## config.mk

```make
export PLATFORM = sky130hd
export DESIGN_NAME = url_path_percent_escaper
export DESIGN_NICKNAME = d
export VERILOG_FILES = /design/src/upe_pkg.sv /design/src/url_path_percent_escaper.sv
export VERILOG_INCLUDE_DIRS = /design/src /design/src/src
export SDC_FILE = /design/constraint.sdc
export NUM_CORES = 1
export LEC_CHECK = 0
export BUFFER_PORTS_ARGS = -buffer_cell sky130_fd_sc_hd__buf_2
export CORE_MARGIN = 2
export CORE_UTILIZATION = 25
export DETAILED_ROUTE_END_ITERATION = 12
export GPL_TIMING_DRIVEN = 0
export SLEW_MARGIN = 30
export SYNTH_ARGS = -nofsm -noshare
export SYNTH_HDL_FRONTEND = slang
export SYNTH_SLANG_ARGS = --single-unit
```

## constraint.sdc

```tcl
create_clock -name clk -period 7.75 [get_ports clk]
set_clock_uncertainty 0.05 [all_clocks]
set_input_delay 1.55 -clock clk [delete_from_list [all_inputs] [get_ports clk]]
set_output_delay 1.55 -clock clk [all_outputs]
set_load 0.02 [all_outputs]
```

## src/url_path_percent_escaper_assert.svh

```systemverilog
// Assertion macros shared by the escaper RTL.
`ifndef URL_PATH_PERCENT_ESCAPER_ASSERT_SVH
`define URL_PATH_PERCENT_ESCAPER_ASSERT_SVH

// Same-cycle implication, disabled while reset is asserted.
`define UPE_ASSERT_IMPLY(label, clk, rst_n, ante, cons, msg) \
	label: assert property (@(posedge clk) disable iff (!rst_n) (ante) |-> (cons)) \
		else $error(msg);

// Next-cycle implication, disabled while reset is asserted.
`define UPE_ASSERT_NEXT(label, clk, rst_n, ante, cons, msg) \
	label: assert property (@(posedge clk) disable iff (!rst_n) (ante) |=> (cons)) \
		else $error(msg);

`endif

```

## src/upe_pkg.sv

```systemverilog
package upe_pkg;

	localparam int unsigned MaxOut = 7;

	localparam logic [7:0] CH_PLUS  = 8'h2B;
	localparam logic [7:0] CH_SPACE = 8'h20;
	localparam logic [7:0] CH_QUEST = 8'h3F;
	localparam logic [7:0] CH_HASH  = 8'h23;
	localparam logic [7:0] CH_AMP   = 8'h26;
	localparam logic [7:0] CH_EQ    = 8'h3D;
	localparam logic [7:0] CH_PCT   = 8'h25;
	localparam logic [7:0] CH_SLASH = 8'h2F;
	localparam logic [7:0] CH_0     = 8'h30;
	localparam logic [7:0] CH_2     = 8'h32;
	localparam logic [7:0] CH_3     = 8'h33;
	localparam logic [7:0] CH_5     = 8'h35;
	localparam logic [7:0] CH_6     = 8'h36;
	localparam logic [7:0] CH_UB    = 8'h42;
	localparam logic [7:0] CH_UD    = 8'h44;
	localparam logic [7:0] CH_UF    = 8'h46;
	localparam logic [7:0] CH_LB    = 8'h62;
	localparam logic [7:0] CH_LD    = 8'h64;
	localparam logic [7:0] CH_LF    = 8'h66;

	// Bytes produced by one character handled from the idle mode.
	typedef struct packed {
		logic [1:0]      len;
		logic [2:0][7:0] b;
		logic            to_slash;
		logic            to_pct;
	} plain_t;

	// Result bytes of one transfer, in order from entry zero.
	typedef struct packed {
		logic [MaxOut-1:0][7:0] data;
		logic [2:0]             cnt;
	} enc_t;

	function automatic plain_t esc3(logic [7:0] a, logic [7:0] b, logic [7:0] c);
		plain_t p;
		p = '0;
		p.len = 2'd3;
		p.b[0] = a;
		p.b[1] = b;
		p.b[2] = c;
		return p;
	endfunction

	function automatic plain_t lit1(logic [7:0] a);
		plain_t p;
		p = '0;
		p.len = 2'd1;
		p.b[0] = a;
		return p;
	endfunction

	function automatic plain_t plain_enc(logic [7:0] c);
		plain_t p;
		p = lit1(c);
		case (c)
			CH_PLUS:  p = esc3(CH_PCT, CH_2, CH_UB);
			CH_SPACE: p = esc3(CH_PCT, CH_2, CH_0);
			CH_QUEST: p = esc3(CH_PCT, CH_3, CH_UF);
			CH_HASH:  p = esc3(CH_PCT, CH_2, CH_3);
			CH_AMP:   p = esc3(CH_PCT, CH_2, CH_6);
			CH_EQ:    p = esc3(CH_PCT, CH_3, CH_UD);
			CH_SLASH: p.to_slash = 1'b1;
			CH_PCT: begin
				p.len = 2'd0;
				p.to_pct = 1'b1;
			end
			default:  p = lit1(c);
		endcase
		return p;
	endfunction

	// True when a held percent sign, digit d and byte c form an escape kept as is.
	function automatic logic kept(logic [7:0] d, logic [7:0] c);
		logic k;
		k = 1'b0;
		if (d == CH_2) begin
			case (c) inside
				CH_UB, CH_LB, CH_UF, CH_LF, CH_0, CH_5, CH_3, CH_6: k = 1'b1;
				default: k = 1'b0;
			endcase
		end else if (d == CH_3) begin
			case (c) inside
				CH_UF, CH_LF, CH_UD, CH_LD: k = 1'b1;
				default: k = 1'b0;
			endcase
		end
		return k;
	endfunction

	function automatic enc_t enc_add(enc_t e, plain_t p);
		enc_t r;
		r = e;
		for (int i = 0; i < 3; i++) begin
			if (i < int'(p.len)) begin
				r.data[r.cnt] = p.b[i];
				r.cnt = r.cnt + 3'd1;
			end
		end
		return r;
	endfunction

endpackage

```

## src/url_path_percent_escaper.sv

```systemverilog
// Channel   Dir  tdata                  tlast        tuser
// s_axis    in   [7:0] in_byte          final_byte   -
// m_axis    out  [7:0] out_byte         run_end      string_end
//
// A byte is taken into the input register and, once the result register is
// free, expanded into up to seven result bytes, which then leave one per cycle
// while m_axis_tready is high. The result count of an input transfer is 0 to 7
// (usually 1 or 3); a transfer with no result leaves the result register empty.
// Reset (arst_n low) empties both registers and returns the scanner to idle.
// A stall on m_axis holds the result register and then the input register.
`include "url_path_percent_escaper_assert.svh"

module url_path_percent_escaper
	import upe_pkg::*;
(
	input  logic       clk,
	input  logic       arst_n,
	input  logic       s_axis_tvalid,
	output logic       s_axis_tready,
	input  logic [7:0] s_axis_tdata,   // [7:0] in_byte
	input  logic       s_axis_tlast,   // final_byte
	output logic       m_axis_tvalid,
	input  logic       m_axis_tready,
	output logic [7:0] m_axis_tdata,   // [7:0] out_byte
	output logic       m_axis_tlast,   // run_end
	output logic       m_axis_tuser    // [0] string_end
);

	// Scanner modes: idle, slash just sent, percent held, percent and digit held.
	typedef enum logic [1:0] {
		M_IDLE,
		M_SLASH,
		M_PCT,
		M_DIGIT
	} mode_t;

	function automatic mode_t mode_after(plain_t p);
		mode_t m;
		m = M_IDLE;
		if (p.to_slash) begin
			m = M_SLASH;
		end else if (p.to_pct) begin
			m = M_PCT;
		end
		return m;
	endfunction

	// Input register.
	logic       valid_s1;
	logic [7:0] byte_s1;
	logic       fin_s1;

	// Result register: the expanded bytes of one transfer and a read pointer.
	logic                   busy_s2;
	logic [MaxOut-1:0][7:0] data_s2;
	logic [2:0]             cnt_s2;
	logic [2:0]             idx_s2;
	logic                   fin_s2;

	// Scanner state.
	mode_t      mode_q;
	logic [7:0] held_q;

	mode_t      nxt_mode;
	logic [7:0] nxt_held;
	enc_t       enc;
	plain_t     p;

	logic last_out;
	logic s2_free;
	logic load;

	assign last_out = (idx_s2 == (cnt_s2 - 3'd1));
	// The result register can take new bytes when empty or when its last byte
	// leaves in this cycle.
	assign s2_free = !busy_s2 || (m_axis_tready && last_out);
	assign load = valid_s1 && s2_free;
	assign s_axis_tready = !valid_s1 || s2_free;

	assign m_axis_tvalid = busy_s2;
	assign m_axis_tdata  = data_s2[idx_s2];
	assign m_axis_tlast  = last_out;
	assign m_axis_tuser  = last_out && fin_s2;

	// Expansion of the held byte against the current scanner mode.
	always_comb begin
		enc = '0;
		p = '0;
		nxt_mode = mode_q;
		nxt_held = held_q;
		unique case (mode_q)
			M_SLASH: begin
				if (byte_s1 == CH_SLASH) begin
					enc = enc_add(enc, esc3(CH_PCT, CH_2, CH_UF));
					nxt_mode = M_IDLE;
				end else begin
					p = plain_enc(byte_s1);
					enc = enc_add(enc, p);
					nxt_mode = mode_after(p);
				end
			end
			M_PCT: begin
				if (byte_s1 == CH_2 || byte_s1 == CH_3) begin
					nxt_held = byte_s1;
					nxt_mode = M_DIGIT;
				end else begin
					enc = enc_add(enc, esc3(CH_PCT, CH_2, CH_5));
					p = plain_enc(byte_s1);
					enc = enc_add(enc, p);
					nxt_mode = mode_after(p);
				end
			end
			M_DIGIT: begin
				if (kept(held_q, byte_s1)) begin
					enc = enc_add(enc, esc3(CH_PCT, held_q, byte_s1));
					nxt_mode = M_IDLE;
				end else begin
					// Broken escape: the percent sign is escaped and the digit and
					// the current byte are scanned as ordinary input.
					enc = enc_add(enc, esc3(CH_PCT, CH_2, CH_5));
					enc = enc_add(enc, plain_enc(held_q));
					p = plain_enc(byte_s1);
					enc = enc_add(enc, p);
					nxt_mode = mode_after(p);
				end
			end
			M_IDLE: begin
				p = plain_enc(byte_s1);
				enc = enc_add(enc, p);
				nxt_mode = mode_after(p);
			end
		endcase
		// At the end of the string, flush any held percent sign and digit.
		if (fin_s1) begin
			if (nxt_mode == M_PCT) begin
				enc = enc_add(enc, esc3(CH_PCT, CH_2, CH_5));
			end else if (nxt_mode == M_DIGIT) begin
				enc = enc_add(enc, esc3(CH_PCT, CH_2, CH_5));
				enc = enc_add(enc, lit1(nxt_held));
			end
			nxt_mode = M_IDLE;
			nxt_held = '0;
		end
	end

	always_ff @(posedge clk or negedge arst_n) begin
		if (!arst_n) begin
			valid_s1 <= 1'b0;
		end else if (s_axis_tready) begin
			valid_s1 <= s_axis_tvalid;
		end
	end

	always_ff @(posedge clk) begin
		if (s_axis_tvalid && s_axis_tready) begin
			byte_s1 <= s_axis_tdata;
			fin_s1 <= s_axis_tlast;
		end
	end

	always_ff @(posedge clk or negedge arst_n) begin
		if (!arst_n) begin
			mode_q <= M_IDLE;
			held_q <= '0;
			busy_s2 <= 1'b0;
			idx_s2 <= '0;
		end else if (load) begin
			mode_q <= nxt_mode;
			held_q <= nxt_held;
			busy_s2 <= (enc.cnt != 3'd0);
			idx_s2 <= '0;
		end else if (busy_s2 && m_axis_tready) begin
			if (last_out) begin
				busy_s2 <= 1'b0;
			end else begin
				idx_s2 <= idx_s2 + 3'd1;
			end
		end
	end

	always_ff @(posedge clk) begin
		if (load) begin
			data_s2 <= enc.data;
			cnt_s2 <= enc.cnt;
			fin_s2 <= fin_s1;
		end
	end

	`UPE_ASSERT_IMPLY(a_ptr_in_range, clk, arst_n, busy_s2, (cnt_s2 != 3'd0) && (idx_s2 < cnt_s2), "result pointer outside the stored bytes")
	`UPE_ASSERT_NEXT(a_stall_holds_ptr, clk, arst_n, busy_s2 && !m_axis_tready, busy_s2 && $stable(idx_s2), "result pointer moved during an output stall")
	`UPE_ASSERT_IMPLY(a_digit_valid, clk, arst_n, mode_q == M_DIGIT, (held_q == CH_2) || (held_q == CH_3), "held digit is not two or three")
	`UPE_ASSERT_NEXT(a_final_idle, clk, arst_n, load && fin_s1, (mode_q == M_IDLE) && (held_q == 8'h00) && busy_s2, "scanner not idle after the final byte")
	`UPE_ASSERT_IMPLY(a_ready_blocked, clk, arst_n, valid_s1 && busy_s2 && !last_out, !s_axis_tready, "input taken while the result register still drains")

endmodule

```

==> results of run 1 <==
stage by stage:
stage | utilization | area, um^2
3_5_place_dp | 0.279 | 6780
5_1_grt | 0.292 | 7100
3_3_place_gp | 0.278 | 6750
4_1_cts | 0.292 | 7100
6_report | 0.292 | 7100
2_1_floorplan | - | 6230
layout by cell type (no fill, tap or decap), types with 10 or more instances in the layout:
cell / count
nor2_1: 83
nand2_1: 69
edfxtp_1: 69
a21oi_1: 55
o21ai_0: 53
buf_2: 33
clkbuf_1: 33
nand3_1: 25
dfrtp_1: 15
o22ai_1: 13
xnor2_1: 11
nand4_1: 11
o211ai_1: 11
mux2i_1: 11
nor2b_1: 10
and2_1: 10
sequential cells by signal, summed over array words and instances, names as in the netlist:
register	count
mode_q	2
fin_s1	1
valid_s1	1
cnt_s2	3
idx_s2	3
fin_s2	1
byte_s1	8
m_axis_tvalid	1
held_q	8
data_s2	56
worst max-delay path, cell delays in order, from the launching register on:
cell and delay (ns):
edfxtp_1 0.55, nor4b_2 0.47, nand2_1 0.11, or3_1 0.48, inv_2 0.22, ha_1 0.29
buf_1 0.24, xnor2_1 0.20, ha_1 0.29, o21ai_0 0.08, o211ai_1 0.11, and3_1 0.17
buf_2 0.21, ha_1 0.17, clkbuf_1 0.39, inv_1 0.26, nand2_1 0.16, and2_1 0.13
clkbuf_1 0.28, xor2_1 0.18, xnor2_1 0.49, or3_1 0.28, o221ai_1 0.15, a21o_1 0.20
power groups by stage:
stage | sequential [uW] | combinational, uW | clock, uW
after global placement | 697 | 996 | 0
after CTS | 683 | 1010 | 488
after global routing | 694 | 1110 | 505
after detailed placement | 692 | 1010 | 0
final | 683 | 1020 | 477
after floorplan | 676 | 712 | 0
final cells by class:
type / count / area (um^2)
Fill cell: 2586 / 17200
Multi-Input combinational cell: 551 / 3500
Sequential cell: 84 / 2450
Tap cell: 324 / 405
Clock buffer: 9 / 225
Buffer: 51 / 225
Timing Repair Buffer: 25 / 140
Clock inverter: 7 / 103
Inverter: 14 / 55.1
worst max path at each step:
stage / from / endpoint / slack [ns] / cells after the start
floorplan: byte_s1[6]$_DFFE_PP_ / data_s2[9]$_DFFE_PP_ / 2.59 / 24
global placement: byte_s1[4]$_DFFE_PP_ / data_s2[27]$_DFFE_PP_ / 1.49 / 22
detailed placement: byte_s1[4]$_DFFE_PP_ / data_s2[9]$_DFFE_PP_ / 1.48 / 23
CTS: byte_s1[4]$_DFFE_PP_ / data_s2[9]$_DFFE_PP_ / 1.47 / 23
global route: byte_s1[4]$_DFFE_PP_ / data_s2[9]$_DFFE_PP_ / 0.89 / 23
finish: byte_s1[4]$_DFFE_PP_ / data_s2[13]$_DFFE_PP_ / 1.34 / 23
kinds of logic after synthesis:
logic type      Yosys count  share of synthesized area
simple gates            266                      0.213
xor+xnor                 19                     0.0325
other cells               1                   0.000604
compound gates          231                      0.250
fa+ha+maj                 8                     0.0161
flops                    84                      0.394
mux                      20                     0.0486
buf+inv                  65                     0.0448
metal layers:
metal  GRT usage  up-vias  part of all wire
li1            -     2698                 -
met1       0.246     2832              0.45
met5           0        -                 0
met2       0.250      301              0.44
met4      0.0507        0             0.025
met3      0.0380       44             0.087
==> qor.yml, run 1 <==
run_status:
  status: "finished clean"
sta:
  fin_crit_ns: 6.41
  tightest_slew_ns: 0.971
  fin_crit_sh: 0.827
  setup_viol: 0
  rsz0062_at_grt: "false"
  final_hold_viol_count: 0
  holdWs_ns: 0.469
  tns_ns: 0
  fin_ws_ns: 1.34
  max_slew_margin: 0.346
  drv_slew: 0
  max_clock_freq_ghz: 0.156
cts:
  clk_pin_slew_ns: 0.06
  cts_resized: 0
  cts_tree: "done"
  clock-root-buffer: "clkbuf_16"
  cts_buffers: 9
  ctsHtreeMaxLevel: 3
  clkSinkCount: 84
  clockBufferDepth: 2
  cts_setup_buffers: 0
  clock_latency_ns: 0.35
  ctsHoldBuffers: 0
power:
  powerDensity_mw_per_mm2: 307
  power_uw: 2180
  p_sw_uw: 919
  combPwrFrac: 0.468
  leakagePower_uw: 0.00244
  vdd_drop_max_mv: 0.227
  switching_share: 0.421
  p_int_uw: 1260
  pwr-share-clk: 0.219
  seq_power_share: 0.313
synth:
  synth_edf_count: 69
  syn_area_mm2: 0.00621
  ys_seq_elements: 84
  synthArstFlopShare: 0.179
  synth_cell_type_count: 88
  netlist.area_leader.share: 0.334
  synth.largest_area_cell: "edfxtp_1"
  yosysWarningCount: 0
  netlist_instances: 694
  yosysMostFrequentCell: "nor2_1"
  netlist_top_cells_count: "83 x nor2_1, 69 x edfxtp_1, 69 x nand2_1"
  avgSynthCellArea_um2: 8.94
  ys_top_cells_by_area: "edfxtp_1 33%, dfrtp_1 6.0%, nor2_1 5.0%"
  seq_area_frac_synth: 0.394
  synthFlopType: "edfxtp_1"
grt:
  overflow: 0
  grtUsageTotal: 0.169
  grt_pass1_vias: 5410
  antenna_found_initial: 0
  grt_start_max_net_pins: 34
  grt_pass1_wl_um: 33500
worst_setup_path:
  cp_data_arrival_time_ns: 6.47
  cp-start-kind: "flip-flop"
  reg2reg_to: "data_s2[13]$_DFFE_PP_"
  critPathCaptureType: "flip-flop"
  worst-endpoint-required_ns: 7.81
  reg2reg_depth: 23
  crit_type: "flip-flop to flip-flop"
  ff2ff_setup_slack_ns: 1.34
  r2r_start: "byte_s1[4]$_DFFE_PP_"
  critPathMaxFanout: 10
placed_design:
  post-place-ws_ns: 1.48
  numPlacedInstances: 1049
  dp_hpwl_um: 16700
  gp_congestion: 0.980
  io_buffers: 24
detailed_routing:
  drt_iter0_drc: 782
  dr_total_vias: 5875
  vias_per_cell: 5.52
  ant_nets: 0
  drc_errors: 0
  post_drt_wl_per_cell_um: 20.8
  routed_wl_um: 22100
  drtPass1Iterations: 5
hold_path:
  min_to: "held_q[5]$_DFFE_PN0P_"
  hp-start: "held_q[5]$_DFFE_PN0P_"
  hold_path.class: "flip-flop to flip-flop"
  hold_depth: 1
finish:
  instances_no_fill: 1065
  drive_gt1_frac: 0.117
  antenna_cells: 0
  syn_to_final_growth_pct: 14.5
  layout.nets: 757
floorplanning:
  pin_count: 25
  die_x_um: 162
  core_mm2: 0.0243
  dieArea_mm2: 0.0261
  start_util: 0.255
  die_y_um: 162
  rows: 57
run:
  maxCapViolCount: 0
No activity file was read; power rests on OpenSTA's default activity.
==> inputs of run 2 (changes only) <==
- ABC_AREA: unset -> 1
- clock period: 7.75 -> 5.9 ns (I/O delays scaled with it)
==> qor.yml, run 2 <==
finish:
  reg.largest.list: "data_s2 x56, byte_s1 x8, held_q x8"
  post-route-cell-area_mm2: 0.00740  # +4.2%
  mostFrequentLayoutCells: "204 x nand2_1, 132 x nor2_1, 92 x inv_1"
  final_common_cell: "nand2_1"
  layout.nets: 961  # +27%
  syn_to_final_growth_pct: 13.5
  regMostFlops: "data_s2"
  instances_no_fill: 1280  # +20%
  largest_reg_flops: 56  # unchanged
  antenna_cells: 0  # unchanged
  drive_gt1_frac: 0.138  # +0.0202
cts:
  clockBufferDepth: 2  # unchanged
  cts_buffers: 9  # unchanged
  clock_latency_ns: 0.35  # about the same
  cts_tree: "done"
  clock-root-buffer: "clkbuf_16"
  clk_pin_slew_ns: 0.06  # about the same
  ctsHoldBuffers: 0  # unchanged
  ctsHtreeMaxLevel: 3  # unchanged
  clkSinkCount: 84  # unchanged
worst_setup_path:
  ff2ff_setup_slack_ns: 0.71  # -0.63 ns
  critPathCaptureType: "flip-flop"
  cp_data_arrival_time_ns: 5.21  # -1.26 ns
  critPathMaxFanout: 19  # +9
  crit_slowest_cell: "edfxtp_1"
  cp-start-kind: "flip-flop"
  reg2reg_depth: 28  # +22%
  reg2reg_to: "data_s2[24]$_DFFE_PP_"
  cp_common_cell: "nand2_1"
  r2r_start: "byte_s1[6]$_DFFE_PP_"
  slowest_delay_ns: 0.52  # -0.03 ns
  crit_type: "flip-flop to flip-flop"
  setup.worst_path.start: "byte_s1[6]$_DFFE_PP_"
  worst-endpoint-required_ns: 5.92  # -1.89 ns
  crit_path_end: "data_s2[24]$_DFFE_PP_"
placed_design:
  gp_congestion: 0.994  # +1.4%
  place_area_mm2: 0.00709  # +4.6%
  numPlacedInstances: 1265  # +21%
  io_buffers: 24  # unchanged
  dp_hpwl_um: 17700  # +5.7%
floorplanning:
  rows: 59  # +3.5%
  start_util: 0.252  # -0.00279
  die_x_um: 166  # +2.4%
  core_mm2: 0.0258  # +6.2%
  pin_count: 25  # unchanged
  dieArea_mm2: 0.0274  # +5.0%
  die_y_um: 166  # +2.4%
sta:
  fin_crit_sh: 0.880  # +0.0524
  holdWs_ns: 0.456  # -0.0136 ns
  final_hold_viol_count: 0  # unchanged
  drv_slew: 0  # unchanged
  fin_crit_ns: 5.19  # -1.22 ns
  setup_viol: 0  # unchanged
  tns_ns: 0  # unchanged
  rsz0062_at_grt: "false"
  tightest_slew_ns: 0.750  # -0.222 ns
  max_slew_margin: 0.498  # +0.153
  max_clock_freq_ghz: 0.193  # +24%
power:
  vdd_drop_max_mv: 0.209  # -7.7%
  p_sw_uw: 1610  # +76%
  seq_power_share: 0.267  # -0.046
  powerDensity_mw_per_mm2: 447  # +46%
  switching_share: 0.487  # +0.0664
  leakagePower_uw: 0.00318  # +30%
  pwr-share-clk: 0.182  # -0.037
  p_int_uw: 1700  # +34%
  combPwrFrac: 0.550  # +0.082
hold_path:
  hold_depth: 0  # -1
  hold_path.class: "flip-flop to flip-flop"
grt:
  antenna_found_initial: 0  # unchanged
  grt_pass1_vias: 6098  # +13%
  grtUsageTotal: 0.173  # +0.00370
  grt_start_max_net_pins: 69  # +100%
  overflow: 0  # unchanged
  grt_pass1_wl_um: 35400  # +5.8%
synth:
  seq_area_frac_synth: 0.375  # -0.0191
  synth_edf_count: 69  # unchanged
  yosysWarningCount: 0  # unchanged
  yosysMostFrequentCell: "nand2_1"
  synth_cell_type_count: 53  # -40%
  syn_area_mm2: 0.00652  # +5.1%
  synthFlopType: "edfxtp_1"
  netlist_top_cells_count: "204 x nand2_1, 132 x nor2_1, 92 x inv_1"
  ys_top_cells_by_area: "edfxtp_1 32%, nand2_1 12%, nor2_1 7.6%"
  netlist_instances: 900  # +30%
  ys_seq_elements: 84  # unchanged
  synth.largest_area_cell: "edfxtp_1"
  avgSynthCellArea_um2: 7.25  # -19%
  netlist.area_leader.share: 0.318  # -0.0161
  synthArstFlopShare: 0.179  # unchanged
detailed_routing:
  drc_errors: 0  # unchanged
  routed_wl_um: 23000  # +3.9%
  ant_nets: 0  # unchanged
  dr_total_vias: 6531  # +11%
  post_drt_wl_per_cell_um: 17.9  # -14%
  vias_per_cell: 5.10  # -7.5%
  drtPass1Iterations: 6  # +1
  drt_iter0_drc: 812  # +3.8%
run:
  maxCapViolCount: 0  # unchanged
run_status:
  status: "finished clean"
## run 2: cell types whose count changed after synthesis, sizes merged, moves of 11 or more
| cell | change |
|---|---|
| a21oi | -25 |
| clkbuf | -15 |
| inv | +93 |
| mux2i | -11 |
| nand2 | +153 |
| nand3 | +36 |
| nor2 | +75 |
| o21ai | +39 |
## run 2: what timing repair did
item | CTS | global route
buffers inserted | 0 | 0
endpoints found under the setup margin | 0 | 38
gates resized for setup | 0 | 2
## run 2: worst min path at each step
stage | startpoint | end | slack (ns)
finish | fin_s1$_DFFE_PP_ | fin_s2$_DFFE_PP_ | 0.46
detailed placement | fin_s1$_DFFE_PP_ | fin_s2$_DFFE_PP_ | 0.44
global route | fin_s1$_DFFE_PP_ | fin_s2$_DFFE_PP_ | 0.48
global placement | fin_s1$_DFFE_PP_ | fin_s2$_DFFE_PP_ | 0.46
floorplan | fin_s1$_DFFE_PP_ | fin_s2$_DFFE_PP_ | 0.37
CTS | fin_s1$_DFFE_PP_ | fin_s2$_DFFE_PP_ | 0.45
## run 2: through the flow
stage | util | worst slack (ns) | power (uW)
after floorplan | - | 1.40 | 2150
after global placement | 0.274 | 0.184 | 2680
after detailed placement | 0.274 | 0.192 | 2690
after CTS | 0.287 | 0.178 | 3300
after global routing | 0.287 | 0.282 | 3550
final | 0.287 | 0.710 | 3310
## run 2: layout make-up
cell class,instances,area [um^2]
multi-input combinational,687,3560
clock inverter,6,88.8
inverter,109,417
buffer,25,125
tap,335,419
clock buffer,10,229
sequential,84,2450
fill,2794,18400
timing repair buffer,24,120
## run 2: metal layers
| metal | part of all wire | track usage | up-vias |
|---|---|---|---|
| li1 | - | - | 3109 |
| met2 | 0.45 | 0.272 | 278 |
| met4 | 0.039 | 0.0788 | 0 |
| met1 | 0.44 | 0.238 | 3091 |
| met5 | 0 | 0 | - |
| met3 | 0.066 | 0.0192 | 53 |
## run 2: cell families (layout without fill, tap and decap cells)
kind of cell             count (synthesis)  after routing  synth area share
AO/OA/AOI/OAI                          196            196             0.175
buffers and inverters                  135            174            0.0827
flip-flops                              84             84             0.375
AND/OR/NAND/NOR                        471            471             0.344
other                                    1              7          0.000575
XOR/XNOR                                 5              5           0.00672
adder cells (fa/ha/maj)                  8              8            0.0153
## run 2: power groups by stage
stage	Sequential [uW]	Clock, uW	Combinational [uW]
floorplan	878	0	1270
global placement	900	0	1780
detailed placement	896	0	1790
CTS	884	614	1800
global route	897	638	2010
finish	885	604	1820
## run 2: worst max-delay path: cells and delay by family (launching register included)
family        cells  cell delay, ns
simple gates     19            2.47
flops             1            0.52
buf+inv           6            0.93
fa+ha+maj         3            0.92
